<file path="src/rtl/mrt_peer_index_table_parser_defines.svh">
// Assertion macros for the peer index table parser.
`ifndef MRT_PEER_INDEX_TABLE_PARSER_DEFINES_SVH
`define MRT_PEER_INDEX_TABLE_PARSER_DEFINES_SVH
// Implication checked on every clock edge outside reset.
`define MRT_ASSERT_IMP(label, ante, cons, msg) \
  label: assert property (@(posedge clk) disable iff (!rst_n) (ante) |-> (cons)) \
    else $error(msg);
// Implication whose consequent is checked in the next cycle.
`define MRT_ASSERT_NEXT(label, ante, cons, msg) \
  label: assert property (@(posedge clk) disable iff (!rst_n) (ante) |=> (cons)) \
    else $error(msg);
`endif

</file>
<file path="src/rtl/mrt_pkg.sv">
// Shared types and constants of the peer index table parser.
package mrt_pkg;
  localparam logic [7:0] TYPE_IPV6 = 8'h01;
  localparam logic [7:0] TYPE_AS4 = 8'h02;
  localparam int QUEUE_DEPTH = 2;

  typedef enum logic [1:0] {
    KIND_HEADER = 2'd0,
    KIND_PEER   = 2'd1,
    KIND_ERROR  = 2'd2
  } kind_t;

  // Byte word carried through the front part.
  typedef struct packed {
    logic [7:0] data_byte;
    logic       record_end;
  } in_word_t;

  // Result word.
  typedef struct packed {
    logic [1:0]  kind;
    logic [15:0] peer_number;
    logic        is_ipv6;
    logic        is_as4;
    logic [31:0] router_id;
    logic [63:0] address_high;
    logic [63:0] address_low;
    logic [31:0] as_number;
    logic [15:0] name_length;
    logic [15:0] entry_total;
    logic        table_done;
  } out_word_t;
endpackage

</file>
<file path="src/rtl/mrt_if.sv">
// Valid/ready channel interfaces for input bytes and results.
interface mrt_in_if;
  logic       valid;
  logic       ready;
  logic [7:0] data_byte;
  logic       record_end;
  modport source (output valid, data_byte, record_end, input ready);
  modport sink (input valid, data_byte, record_end, output ready);
endinterface

interface mrt_out_if;
  logic        valid;
  logic        ready;
  logic [1:0]  kind;
  logic [15:0] peer_number;
  logic        is_ipv6;
  logic        is_as4;
  logic [31:0] router_id;
  logic [63:0] address_high;
  logic [63:0] address_low;
  logic [31:0] as_number;
  logic [15:0] name_length;
  logic [15:0] entry_total;
  logic        table_done;
  modport source (output valid, kind, peer_number, is_ipv6, is_as4, router_id,
                  address_high, address_low, as_number, name_length, entry_total,
                  table_done, input ready);
  modport sink (input valid, kind, peer_number, is_ipv6, is_as4, router_id,
                address_high, address_low, as_number, name_length, entry_total,
                table_done, output ready);
endinterface

</file>
<file path="src/rtl/mrt_queue.sv">
// Small word queue between the front and back parts.
module mrt_queue #(
  parameter int DEPTH = mrt_pkg::QUEUE_DEPTH
) (
  input  logic              clk,
  input  logic              rst_n,
  input  logic              wr_valid,
  output logic              wr_ready,
  input  mrt_pkg::in_word_t wr_word,
  output logic              rd_valid,
  input  logic              rd_ready,
  output mrt_pkg::in_word_t rd_word
);
  localparam int AW = (DEPTH > 1) ? $clog2(DEPTH) : 1;

  mrt_pkg::in_word_t  mem_r [DEPTH];
  logic [AW-1:0]      wp_r, rp_r;
  logic [AW:0]        cnt_r;
  logic               push, pop;

  assign wr_ready = (cnt_r != (AW+1)'(DEPTH));
  assign rd_valid = (cnt_r != '0);
  assign rd_word  = mem_r[rp_r];
  assign push = wr_valid && wr_ready;
  assign pop  = rd_valid && rd_ready;

  // Storage for queued words.
  always_ff @(posedge clk) begin
    if (push) begin
      mem_r[wp_r] <= wr_word;
    end
  end

  // Pointers and fill count.
  always_ff @(posedge clk) begin
    if (!rst_n) begin
      wp_r  <= '0;
      rp_r  <= '0;
      cnt_r <= '0;
    end else begin
      if (push) begin
        wp_r <= (wp_r == AW'(DEPTH - 1)) ? '0 : wp_r + 1'b1;
      end
      if (pop) begin
        rp_r <= (rp_r == AW'(DEPTH - 1)) ? '0 : rp_r + 1'b1;
      end
      cnt_r <= cnt_r + (AW+1)'(push) - (AW+1)'(pop);
    end
  end
endmodule

</file>
<file path="src/rtl/mrt_parse.sv">
// Back part: byte-wise field parser with an output register.
module mrt_parse (
  input  logic               clk,
  input  logic               rst_n,
  input  logic               in_valid,
  output logic               in_ready,
  input  mrt_pkg::in_word_t  in_word,
  output logic               out_valid,
  input  logic               out_ready,
  output mrt_pkg::out_word_t out_word
);
  typedef enum logic [3:0] {
    PH_COLLECTOR, PH_NAMELEN, PH_NAME, PH_COUNT, PH_TYPE,
    PH_PEERID, PH_ADDR, PH_AS, PH_TRAILER
  } phase_t;

  phase_t        phase_r, phase_nxt;
  logic [4:0]    cnt_r, cnt_nxt;
  logic [15:0]   name_left_r, name_left_nxt;
  logic [15:0]   peers_left_r, peers_left_nxt;
  logic [15:0]   cur_peer_r, cur_peer_nxt;
  logic [63:0]   hdr_r, hdr_nxt;
  logic [31:0]   id_r, id_nxt;
  logic [63:0]   addr_hi_r, addr_hi_nxt, addr_lo_r, addr_lo_nxt;
  logic [31:0]   as_r, as_nxt;
  logic [1:0]    flags_r, flags_nxt;
  logic          res_v;
  mrt_pkg::out_word_t res;
  logic          out_valid_r;
  mrt_pkg::out_word_t out_word_r;
  logic          take;
  logic [7:0]    b;
  logic [4:0]    cnt_inc;

  assign in_ready  = !out_valid_r || out_ready;
  assign take      = in_valid && in_ready;
  assign out_valid = out_valid_r;
  assign out_word  = out_word_r;
  assign b         = in_word.data_byte;
  assign cnt_inc   = cnt_r + 5'd1;

  // Next-state logic for one byte.
  always_comb begin
    phase_nxt = phase_r;
    cnt_nxt = cnt_r;
    name_left_nxt = name_left_r;
    peers_left_nxt = peers_left_r;
    cur_peer_nxt = cur_peer_r;
    hdr_nxt = hdr_r;
    id_nxt = id_r;
    addr_hi_nxt = addr_hi_r;
    addr_lo_nxt = addr_lo_r;
    as_nxt = as_r;
    flags_nxt = flags_r;
    res_v = 1'b0;
    res = '0;
    case (phase_r)
      PH_COLLECTOR, PH_NAMELEN, PH_COUNT: begin
        hdr_nxt = {hdr_r[55:0], b};
        cnt_nxt = cnt_inc;
        if (phase_r == PH_COLLECTOR && cnt_inc >= 5'd4) begin
          phase_nxt = PH_NAMELEN;
          cnt_nxt = '0;
        end else if (phase_r == PH_NAMELEN && cnt_inc >= 5'd2) begin
          name_left_nxt = hdr_nxt[15:0];
          phase_nxt = (hdr_nxt[15:0] != '0) ? PH_NAME : PH_COUNT;
          cnt_nxt = '0;
        end else if (phase_r == PH_COUNT && cnt_inc >= 5'd2) begin
          cnt_nxt = '0;
          peers_left_nxt = hdr_nxt[15:0];
          cur_peer_nxt = '0;
          phase_nxt = (hdr_nxt[15:0] != '0) ? PH_TYPE : PH_TRAILER;
          res_v = 1'b1;
          res.kind = mrt_pkg::KIND_HEADER;
          res.router_id = hdr_nxt[63:32];
          res.name_length = hdr_nxt[31:16];
          res.entry_total = hdr_nxt[15:0];
          res.table_done = (hdr_nxt[15:0] == '0);
        end
      end
      PH_NAME: begin
        name_left_nxt = name_left_r - 16'd1;
        if (name_left_nxt == '0) begin
          phase_nxt = PH_COUNT;
          cnt_nxt = '0;
        end
      end
      PH_TYPE: begin
        flags_nxt = b[1:0] & (mrt_pkg::TYPE_IPV6[1:0] | mrt_pkg::TYPE_AS4[1:0]);
        id_nxt = '0;
        addr_hi_nxt = '0;
        addr_lo_nxt = '0;
        as_nxt = '0;
        cnt_nxt = '0;
        phase_nxt = PH_PEERID;
      end
      PH_PEERID: begin
        id_nxt = {id_r[23:0], b};
        cnt_nxt = cnt_inc;
        if (cnt_inc >= 5'd4) begin
          cnt_nxt = '0;
          phase_nxt = PH_ADDR;
        end
      end
      PH_ADDR: begin
        addr_hi_nxt = {addr_hi_r[55:0], addr_lo_r[63:56]};
        addr_lo_nxt = {addr_lo_r[55:0], b};
        cnt_nxt = cnt_inc;
        if (cnt_inc >= (flags_r[0] ? 5'd16 : 5'd4)) begin
          cnt_nxt = '0;
          phase_nxt = PH_AS;
        end
      end
      PH_AS: begin
        as_nxt = {as_r[23:0], b};
        cnt_nxt = cnt_inc;
        if (cnt_inc >= (flags_r[1] ? 5'd4 : 5'd2)) begin
          cnt_nxt = '0;
          peers_left_nxt = peers_left_r - 16'd1;
          cur_peer_nxt = cur_peer_r + 16'd1;
          phase_nxt = (peers_left_nxt != '0) ? PH_TYPE : PH_TRAILER;
          res_v = 1'b1;
          res.kind = mrt_pkg::KIND_PEER;
          res.peer_number = cur_peer_r;
          res.is_ipv6 = flags_r[0];
          res.is_as4 = flags_r[1];
          res.router_id = id_r;
          res.address_high = addr_hi_nxt;
          res.address_low = addr_lo_nxt;
          res.as_number = as_nxt;
          res.name_length = hdr_r[31:16];
          res.entry_total = hdr_r[15:0];
          res.table_done = (peers_left_nxt == '0);
        end
      end
      default: begin
        phase_nxt = PH_TRAILER;
      end
    endcase
    // A record end restarts the parser and, unless the table was complete, reports truncation.
    if (in_word.record_end) begin
      if (phase_nxt != PH_TRAILER) begin
        res_v = 1'b1;
        res = '0;
        res.kind = mrt_pkg::KIND_ERROR;
        res.peer_number = cur_peer_nxt;
        res.table_done = 1'b1;
      end
      phase_nxt = PH_COLLECTOR;
      cnt_nxt = '0;
      name_left_nxt = '0;
      peers_left_nxt = '0;
      cur_peer_nxt = '0;
      hdr_nxt = '0;
      id_nxt = '0;
      addr_hi_nxt = '0;
      addr_lo_nxt = '0;
      as_nxt = '0;
      flags_nxt = '0;
    end
  end

  // Parser state and output register.
  always_ff @(posedge clk) begin
    if (!rst_n) begin
      phase_r <= PH_COLLECTOR;
      cnt_r <= '0;
      name_left_r <= '0;
      peers_left_r <= '0;
      cur_peer_r <= '0;
      hdr_r <= '0;
      id_r <= '0;
      addr_hi_r <= '0;
      addr_lo_r <= '0;
      as_r <= '0;
      flags_r <= '0;
      out_valid_r <= 1'b0;
    end else begin
      if (take) begin
        phase_r <= phase_nxt;
        cnt_r <= cnt_nxt;
        name_left_r <= name_left_nxt;
        peers_left_r <= peers_left_nxt;
        cur_peer_r <= cur_peer_nxt;
        hdr_r <= hdr_nxt;
        id_r <= id_nxt;
        addr_hi_r <= addr_hi_nxt;
        addr_lo_r <= addr_lo_nxt;
        as_r <= as_nxt;
        flags_r <= flags_nxt;
      end
      if (in_ready) begin
        out_valid_r <= take && res_v;
      end
    end
  end

  // Result payload.
  always_ff @(posedge clk) begin
    if (take && res_v) begin
      out_word_r <= res;
    end
  end
endmodule

</file>
<file path="src/rtl/mrt_peer_index_table_parser.sv">
// Top level of the peer index table parser.
// Throughput: one byte per cycle while the result output is not stalled; the parser handles each byte as it is taken.
// A result is registered in the parser's output register when the parser takes its last byte from the queue.
// Reset: synchronous active-low rst_n clears the queue, parser state and output valid.
// Every byte flagged as record end returns the parser to its reset state.
`include "mrt_peer_index_table_parser_defines.svh"
module mrt_peer_index_table_parser #(
  parameter int QUEUE_DEPTH = mrt_pkg::QUEUE_DEPTH
) (
  input logic       clk,
  input logic       rst_n,
  mrt_in_if.sink    in_ch,
  mrt_out_if.source out_ch
);
  mrt_pkg::in_word_t  fw, bw;
  mrt_pkg::out_word_t ow;
  logic               bv, br;

  assign fw.data_byte  = in_ch.data_byte;
  assign fw.record_end = in_ch.record_end;

  // Front part: queue of incoming bytes.
  mrt_queue #(.DEPTH(QUEUE_DEPTH)) u_queue (
    .clk(clk), .rst_n(rst_n),
    .wr_valid(in_ch.valid), .wr_ready(in_ch.ready), .wr_word(fw),
    .rd_valid(bv), .rd_ready(br), .rd_word(bw)
  );

  // Back part: field parser.
  mrt_parse u_parse (
    .clk(clk), .rst_n(rst_n),
    .in_valid(bv), .in_ready(br), .in_word(bw),
    .out_valid(out_ch.valid), .out_ready(out_ch.ready), .out_word(ow)
  );

  assign out_ch.kind         = ow.kind;
  assign out_ch.peer_number  = ow.peer_number;
  assign out_ch.is_ipv6      = ow.is_ipv6;
  assign out_ch.is_as4       = ow.is_as4;
  assign out_ch.router_id    = ow.router_id;
  assign out_ch.address_high = ow.address_high;
  assign out_ch.address_low  = ow.address_low;
  assign out_ch.as_number    = ow.as_number;
  assign out_ch.name_length  = ow.name_length;
  assign out_ch.entry_total  = ow.entry_total;
  assign out_ch.table_done   = ow.table_done;

  // Checks on the result stream.
  `MRT_ASSERT_IMP(a_err_done, out_ch.valid && out_ch.kind == mrt_pkg::KIND_ERROR,
    out_ch.table_done, "error word without table_done")
  `MRT_ASSERT_IMP(a_kind_legal, out_ch.valid, out_ch.kind <= mrt_pkg::KIND_ERROR,
    "illegal kind")
  `MRT_ASSERT_NEXT(a_out_hold, out_ch.valid && !out_ch.ready,
    out_ch.valid && $stable(out_ch.router_id), "stalled word changed")
endmodule

</file>
<file path="src/flat_wrapper.sv">
// flat-port wrapper written by rule: the top's interface ports become plain ports
module mrt_peer_index_table_parser_flat 
#(
  parameter int QUEUE_DEPTH = mrt_pkg::QUEUE_DEPTH
)
  (clk, rst_n, in_ch_valid, in_ch_data_byte, in_ch_record_end, in_ch_ready, out_ch_valid, out_ch_kind, out_ch_peer_number, out_ch_is_ipv6, out_ch_is_as4, out_ch_router_id, out_ch_address_high, out_ch_address_low, out_ch_as_number, out_ch_name_length, out_ch_entry_total, out_ch_table_done, out_ch_ready);
  mrt_in_if in_ch_i ();
  mrt_out_if out_ch_i ();
  input logic clk;
  input logic rst_n;
  input wire logic [$bits(in_ch_i.valid)-1:0] in_ch_valid;
  input wire logic [$bits(in_ch_i.data_byte)-1:0] in_ch_data_byte;
  input wire logic [$bits(in_ch_i.record_end)-1:0] in_ch_record_end;
  output wire logic [$bits(in_ch_i.ready)-1:0] in_ch_ready;
  output wire logic [$bits(out_ch_i.valid)-1:0] out_ch_valid;
  output wire logic [$bits(out_ch_i.kind)-1:0] out_ch_kind;
  output wire logic [$bits(out_ch_i.peer_number)-1:0] out_ch_peer_number;
  output wire logic [$bits(out_ch_i.is_ipv6)-1:0] out_ch_is_ipv6;
  output wire logic [$bits(out_ch_i.is_as4)-1:0] out_ch_is_as4;
  output wire logic [$bits(out_ch_i.router_id)-1:0] out_ch_router_id;
  output wire logic [$bits(out_ch_i.address_high)-1:0] out_ch_address_high;
  output wire logic [$bits(out_ch_i.address_low)-1:0] out_ch_address_low;
  output wire logic [$bits(out_ch_i.as_number)-1:0] out_ch_as_number;
  output wire logic [$bits(out_ch_i.name_length)-1:0] out_ch_name_length;
  output wire logic [$bits(out_ch_i.entry_total)-1:0] out_ch_entry_total;
  output wire logic [$bits(out_ch_i.table_done)-1:0] out_ch_table_done;
  input wire logic [$bits(out_ch_i.ready)-1:0] out_ch_ready;
  assign in_ch_i.valid = in_ch_valid;
  assign in_ch_i.data_byte = in_ch_data_byte;
  assign in_ch_i.record_end = in_ch_record_end;
  assign in_ch_ready = in_ch_i.ready;
  assign out_ch_valid = out_ch_i.valid;
  assign out_ch_kind = out_ch_i.kind;
  assign out_ch_peer_number = out_ch_i.peer_number;
  assign out_ch_is_ipv6 = out_ch_i.is_ipv6;
  assign out_ch_is_as4 = out_ch_i.is_as4;
  assign out_ch_router_id = out_ch_i.router_id;
  assign out_ch_address_high = out_ch_i.address_high;
  assign out_ch_address_low = out_ch_i.address_low;
  assign out_ch_as_number = out_ch_i.as_number;
  assign out_ch_name_length = out_ch_i.name_length;
  assign out_ch_entry_total = out_ch_i.entry_total;
  assign out_ch_table_done = out_ch_i.table_done;
  assign out_ch_i.ready = out_ch_ready;
  mrt_peer_index_table_parser #(.QUEUE_DEPTH(QUEUE_DEPTH)) u_core (.clk(clk), .rst_n(rst_n), .in_ch(in_ch_i), .out_ch(out_ch_i));
endmodule
</file>
<file path="config.mk">
export PLATFORM = sky130hd
export DESIGN_NAME = mrt_peer_index_table_parser_flat
export DESIGN_NICKNAME = d
export VERILOG_FILES = /design/src/rtl/mrt_pkg.sv /design/src/rtl/mrt_if.sv /design/src/rtl/mrt_queue.sv /design/src/rtl/mrt_parse.sv /design/src/rtl/mrt_peer_index_table_parser.sv /design/src/flat_wrapper.sv
export VERILOG_INCLUDE_DIRS = /design/src /design/src/rtl
export SDC_FILE = /design/constraint.sdc
export NUM_CORES = 1
export LEC_CHECK = 0
export BUFFER_PORTS_ARGS = -buffer_cell sky130_fd_sc_hd__clkbuf_2
export CORE_MARGIN = 3
export CORE_UTILIZATION = 40
export CTS_CLUSTER_SIZE = 28
export DETAILED_ROUTE_END_ITERATION = 6
export GPL_ROUTABILITY_DRIVEN = 0
export PLACE_DENSITY = 0.65
export SLEW_MARGIN = 20
export SYNTH_ARGS = -nofsm -noshare
export SYNTH_HDL_FRONTEND = slang
export SYNTH_SLANG_ARGS = --single-unit
</file>
<file path="constraint.sdc">
create_clock -name clk -period 32.4 [get_ports clk]
set_input_delay 4.86 -clock clk [delete_from_list [all_inputs] [get_ports clk]]
set_output_delay 4.86 -clock clk [all_outputs]
set_load 0.05 [all_outputs]
</file>
; Word-level counts from Yosys, hierarchy flattened
; Memories as Yosys holds them, arrays and structs flattened. A register that Yosys moved wholly into a read port is not among the register bits.
; Cells that the tools add are included.
; W data, S select, Z words.
[classes]
reduce_logical = 32
mux = 78
n_addsub = 8
eq_ne = 15
n_lt_le_gt_ge = 4
[ops]
columns = cell, count
row1 = $mux W245, 2
row2 = $pmux W64 S2, 2
row3 = $mux W244, 1
row4 = $mux W16, 13
row5 = $mux W160, 1
row6 = $mux W32, 4
row7 = $mux W64, 2
row8 = $pmux W32 S2, 2
row9 = $mux W56, 2
row10 = $mux W33, 3
row11 = $pmux W16 S2, 3
row12 = $pmux W33 S2, 1
row13 = $logic_not A16 Y1, 3
row14 = $pmux W24 S2, 1
row15 = $mux W5, 9
row16 = $mux W4, 10
row17 = $reduce_bool A16 Y1, 2
row18 = $sub A16 B1 Y16 const B, 2
row19 = $pmux W5 S6, 1
row20 = $mux W24, 1
row21 = $pmux W4 S6, 1
row22 = $mux W18, 1
row23 = $ne A3 B2 Y1 const B, 6
row24 = $add A16 B1 Y16 const B, 1
row25 = other kinds (29), 63
[word_totals]
memories = 1
out_inout_bits = 247
ramBits = 18
elab_cells = 164
input_bits = 13
register_bits = 549
[memory_table]
columns = name, depth, word_bits, rd, rd_ports_with_merged_regs, wr, line_no
row1 = u_core.u_queue.mem_r, 2, 9, 1, 1, 1, mrt_queue.sv:16  ; mrt_pkg::in_word_t mem_r [DEPTH];

; Depth between registers and ports, before layout
[depth]
depth_word = 11
mapped_depth = 12
mapped_depth_nobuf = 12

; Modules after synthesis
; Synthesis repeated with hierarchy kept, for this count alone.
[unflattened]
cells_unflattened = 2315
hier_area_um2 = 23347.4
[by_module_without_submodules]
columns = module, cells_each, area_per_inst_um2, instances, seq_area_each_um2
row1 = mrt_parse, 2257, 22440.3, 1, 13362.8
row2 = mrt_queue, 58, 907.1, 1, 640.6

; Worst setup path after synthesis
; OpenSTA, ideal clock, no wires.
[synth_timing]
kind = input-to-reg
startpoint = input port out_ch_ready
endpoint = register u_core.u_parse.out_word_r (netlist bit u_core.u_parse.out_word[0]) (enable)
path_stages = 5
slack_ns = 13.643
required_time_ns = 31.401
t_arrival_ns = 17.758
setup_ns = 0.999
n_path_buf = 2
path_cell_list = nor2b_1 or2_2 clkbuf_1 clkbuf_1 a31oi_1
[synth_via]
elab_chain_len = 3
[synth_lines]
columns = item, line_no
row1 = start: declaration, flat_wrapper.sv:27  ; input wire logic [$bits(out_ch_i.ready)-1:0] out_ch_ready;
row2 = $logic_or A1 B1 Y1, mrt_parse.sv:35  ; assign in_ready = !out_valid_r || out_ready;
row3 = $logic_and A1 B1 Y1, mrt_parse.sv:36  ; assign take = in_valid && in_ready;
row4 = $logic_and A1 B1 Y1, mrt_parse.sv:200  ; if (take && res_v) begin
row5 = end signal: assignment, mrt_parse.sv:201  ; out_word_r <= res;
row6 = end: declaration, mrt_parse.sv:30  ; mrt_pkg::out_word_t out_word_r;
; Every way passes these cells.
; A chain may end at the register's enable or synchronous reset.

; Final worst setup path
[layout_timing]
startpoint = input port out_ch_ready
endpoint = register u_core.u_parse.addr_hi_r[26]
[layout_via]
elab_chain_len = 3
[layout_lines]
columns = item, line_no
row1 = $logic_or A1 B1 Y1, mrt_parse.sv:35
row2 = $logic_and A1 B1 Y1, mrt_parse.sv:36
row3 = $reduce_and A2 Y1 (no source line), --
row4 = end signal: assignment, mrt_parse.sv:187  ; addr_hi_r <= addr_hi_nxt;
row5 = end: declaration, mrt_parse.sv:24  ; logic [63:0] addr_hi_r, addr_hi_nxt, addr_lo_r, addr_lo_nxt;
; Every way passes these cells.

==> results by group <==
Worst setup path
  – Category of the most critical setup path: in -> reg
  – Critical Path Source Type: primary input
  – Required time at the endpoint of the critical path: 32.92 ns
  – Data arrival time at the worst-slack endpoint: 8.14 ns
  – Max Fanout on Critical Path: 93
  – Element type at the critical path end: flip-flop

Yosys
  – Count of state elements after synthesis: 568
  – Net count of the mapped netlist: 2,187
  – Unique masters post-synth: 78
  – Post-synth EDFFs: 263
  – Average instance area after synthesis: 10.62 um2
  – Top flip-flop cell by instance count after synthesis: sky130_fd_sc_hd__dfxtp_1
  – Fraction of the yosys area taken by sequential cells: 0.6103
  – Ys async rst share: 0
  – Count of yosys warnings during synthesis: 0
  – Total standard cell area after synthesis: 0.02295 mm2
  – Synthesized instance count: 2,160

Routing
  – Routed vias: 17,330
  – Post-route DRC: 0
  – Final ANT Viol Nets: 0
  – Starting DRC count in detailed routing: 1,614
  – DR WL/cell: 19.03 um
  – Vias per cell: 5.529
  – WL final: 59.64 mm
  – Drt pass-1 iters: 7

Power
  – Total power of the final layout: 2.217 mW
  – Int Pwr: 1.367 mW
  – Worst IR drop on VDD: 0.06710 mV
  – Combinational share of power: 0.291
  – Reported leakage power: 9.600 nW
  – Net switching share of the total power: 0.3833
  – PwrDens: 83.24 mW/mm2
  – Switch Pwr: 0.8497 mW
  – Sequential power share: 0.411
  – Clock network fraction of total power: 0.298

STA
  – Setup violations, final: 0
  – Shortest period the worst path allows: 7.620 ns
  – Worst Clk Skew: 0.02013 ns
  – Final-report hold violation count: 0
  – Number of pins exceeding their max-slew limit in the final report: 0
  – Least setup slack across all paths after layout: 24.78 ns
  – Setup repair after global routing missed its margin: false
  – Worst hold slack after final layout: 0.4500 ns
  – Transition at the pin with the smallest max-transition slack: 1.161 ns
  – Top achievable clock speed: 131.2 MHz
  – Slew HR: 0.2261
  – Final worst path period share: 0.2352
  – Setup TNS after final layout: 0 ns

Clock network
  – CTS tree: yes
  – Hold_buf cts: 0
  – Clock sink count: 568
  – Clock latency of the later-clocked register in the worst-skew pair: 0.61 ns
  – Buffer count from post-CTS setup fixing: 0
  – CTS Buf Count: 56
  – Master cell of the clock root buffer: sky130_fd_sc_hd__clkbuf_16
  – Reg clk slew, reported paths: 0.06 ns
  – Max clock buf depth: 3
  – Number of gates resized after CTS: 0
  – Number of H-tree levels: 2

Finish
  – ANT cells: 0
  – Fin area: 0.02663 mm2
  – Final nets: 2,358
  – End-of-flow core utilization: 0.4705
  – Relative area change from synthesis to final layout: 16.06%
  – Final cell count without fillers: 3,134
  – Ratio of cells with drive above 1 in the final layout: 0.1766

Run
  – MaxCap Viol Count: 0

Placed design
  – Placed instance count: 3,029
  – Number of input and output port buffers inserted: 259
  – Setup slack at placement: 24.22 ns
  – Detailed placer's ending HPWL: 37.72 mm
  – Placement-stage cell area: 0.02474 mm2

Min path
  – Class of the tightest hold or removal check: reg -> reg

Global route
  – Aggregate global routing overflow: 0
  – Initial antenna violation count: 0
  – Total global-route track usage: 0.1913
  – Vias in the first global route: 16,390
  – Pin count of the biggest net entering global routing: 198
  – Global-route wire length before repair: 92.66 mm

Die
  – Initial Util: 0.4054
  – Floorplan row count: 87
  – Die Outline Area: 0.06028 mm2
  – Horiz. Die Dim: 245.5 um
  – Vertical die dimension: 245.5 um
  – Area of the placeable core: 0.05660 mm2
  – Number of top-level design ports: 260

Status
  – Outcome: finished clean
==> area by class of cell <==
| class | instances | area [um2] |
|---|---|---|
| well taps | 756 | 945.9 |
| repair buffers | 283 | 1489 |
| multi-input cells | 1402 | 8218 |
| fillers | 5258 | 29970 |
| clock buffers | 77 | 1604 |
| flip-flops and latches | 568 | 14000 |
| clock inverters | 28 | 289.0 |
| inverters | 20 | 82.58 |
==> Yosys cell counts (8+ instances only) <==
cell type,instances,area [um2]
sky130_fd_sc_hd__a31oi_1,16,100.1
sky130_fd_sc_hd__nor4_1,16,100.1
sky130_fd_sc_hd__inv_1,17,63.81
sky130_fd_sc_hd__or3_1,11,68.82
sky130_fd_sc_hd__nand4_1,8,50.05
sky130_fd_sc_hd__a21oi_1,95,475.5
sky130_fd_sc_hd__nor2_1,334,1254
sky130_fd_sc_hd__mux2i_1,8,80.08
sky130_fd_sc_hd__a22oi_1,263,1974
sky130_fd_sc_hd__o31ai_1,18,135.1
sky130_fd_sc_hd__dfxtp_1,305,6106
sky130_fd_sc_hd__nand3_1,67,335.3
sky130_fd_sc_hd__and2_1,163,1020
sky130_fd_sc_hd__nor3_1,25,125.1
sky130_fd_sc_hd__o21ai_0,56,280.3
sky130_fd_sc_hd__edfxtp_1,263,7898
sky130_fd_sc_hd__ha_1,14,175.2
sky130_fd_sc_hd__clkbuf_2,15,75.07
sky130_fd_sc_hd__mux2_2,9,101.4
sky130_fd_sc_hd__clkbuf_1,103,386.6
sky130_fd_sc_hd__xnor2_1,9,78.83
sky130_fd_sc_hd__nand2_1,138,518.0
sky130_fd_sc_hd__buf_2,44,220.2
==> worst max-delay path, stage by stage <==
cell,delay [ns]
sky130_fd_sc_hd__clkbuf_2,0.08
sky130_fd_sc_hd__nor2b_1,0.09
sky130_fd_sc_hd__or2_2,0.47
sky130_fd_sc_hd__inv_2,0.41
sky130_fd_sc_hd__nand2_1,0.41
sky130_fd_sc_hd__nor3_4,0.25
sky130_fd_sc_hd__buf_4,0.37
sky130_fd_sc_hd__buf_4,0.79
sky130_fd_sc_hd__a22oi_1,0.16
sky130_fd_sc_hd__nor2_1,0.14
==> routing by layer <==
metal / share of wire / wire length (um) / vias to the layer above / global-route usage
met5: 0 / 0 / - / 0
met4: 0.033 / 1996 / 0 / 0.06686
met3: 0.067 / 3985 / 113 / 0.03369
met2: 0.47 / 27900 / 647 / 0.3078
met1: 0.43 / 25760 / 8388 / 0.2606
li1: - / - / 8180 / -
==> power by group through the flow <==
stage / clock network [mW] / registers [mW] / logic [mW]
2_1_floorplan: 0 / 1.22 / 0.232
3_3_place_gp: 0 / 0.926 / 0.641
3_5_place_dp: 0 / 0.928 / 0.646
4_1_cts: 0.676 / 0.914 / 0.648
5_1_grt: 0.705 / 0.921 / 0.683
6_report: 0.660 / 0.912 / 0.644
==> cell families after synthesis <==
kind of cell             count (synthesis)  share of synthesized area
adder cells (fa/ha/maj)                 14                   0.007634
AO/OA/AOI/OAI                          536                     0.1626
multiplexers                            17                   0.007907
AND/OR/NAND/NOR                        819                     0.1703
XOR/XNOR                                16                   0.006107
buffers and inverters                  190                    0.03512
flip-flops                             568                     0.6103
==> flip-flops by register name, indices dropped and copies added (netlist names), 2 cells and up, named ones only <==
name / cells
u_core.u_parse.as_r: 24
u_core.u_queue.mem_r: 18
u_core.u_parse.addr_hi_r: 64
u_core.u_parse.out_word: 245
u_core.u_parse.id_r: 32
u_core.u_parse.cur_peer_r: 16
u_core.u_parse.name_left_r: 16
u_core.u_parse.flags_r: 2
u_core.u_parse.phase_r: 4
u_core.u_parse.addr_lo_r: 64
u_core.u_parse.hdr_r: 56
u_core.u_queue.cnt_r: 2
u_core.u_parse.peers_left_r: 16
u_core.u_parse.cnt_r: 5
==> layout by cell type (no fill, tap or decap), types with 7 or more instances in the layout <==
cell type	count
sky130_fd_sc_hd__a21oi_1	95
sky130_fd_sc_hd__a22oi_1	263
sky130_fd_sc_hd__a31oi_1	15
sky130_fd_sc_hd__and2_1	163
sky130_fd_sc_hd__and3_1	7
sky130_fd_sc_hd__buf_4	23
sky130_fd_sc_hd__clkbuf_1	12
sky130_fd_sc_hd__clkbuf_16	59
sky130_fd_sc_hd__clkbuf_2	259
sky130_fd_sc_hd__clkinv_1	7
sky130_fd_sc_hd__clkinv_2	9
sky130_fd_sc_hd__dfxtp_1	305
sky130_fd_sc_hd__edfxtp_1	263
sky130_fd_sc_hd__ha_1	14
sky130_fd_sc_hd__inv_1	17
sky130_fd_sc_hd__mux2_2	9
sky130_fd_sc_hd__mux2i_1	8
sky130_fd_sc_hd__nand2_1	138
sky130_fd_sc_hd__nand3_1	67
sky130_fd_sc_hd__nand4_1	8
sky130_fd_sc_hd__nor2_1	332
sky130_fd_sc_hd__nor3_1	24
sky130_fd_sc_hd__nor4_1	16
sky130_fd_sc_hd__o211ai_1	7
sky130_fd_sc_hd__o21ai_0	52
sky130_fd_sc_hd__o31ai_1	18
sky130_fd_sc_hd__or3_1	11
sky130_fd_sc_hd__xnor2_1	9
sky130_fd_sc_hd__xor2_1	7
==> worst paths after layout <==
check / slack (ns) / to / depth (start not counted) / start
hold reg to reg: 0.45 / u_core.u_parse.as_r[19]$_SDFFE_PN0P_ / 2 / u_core.u_parse.as_r[19]$_SDFFE_PN0P_
hold / removal: 0.45 / u_core.u_parse.as_r[19]$_SDFFE_PN0P_ / 2 / u_core.u_parse.as_r[19]$_SDFFE_PN0P_
setup reg to reg: 28.16 / u_core.u_parse.out_word[190]$_DFFE_PP_ / 10 / u_core.u_parse.cnt_r[0]$_SDFFE_PN0P_
setup / recovery: 24.78 / u_core.u_parse.addr_hi_r[26]$_SDFFE_PN0P_ / 10 / out_ch_ready
No activity file was read; power rests on OpenSTA's default activity.
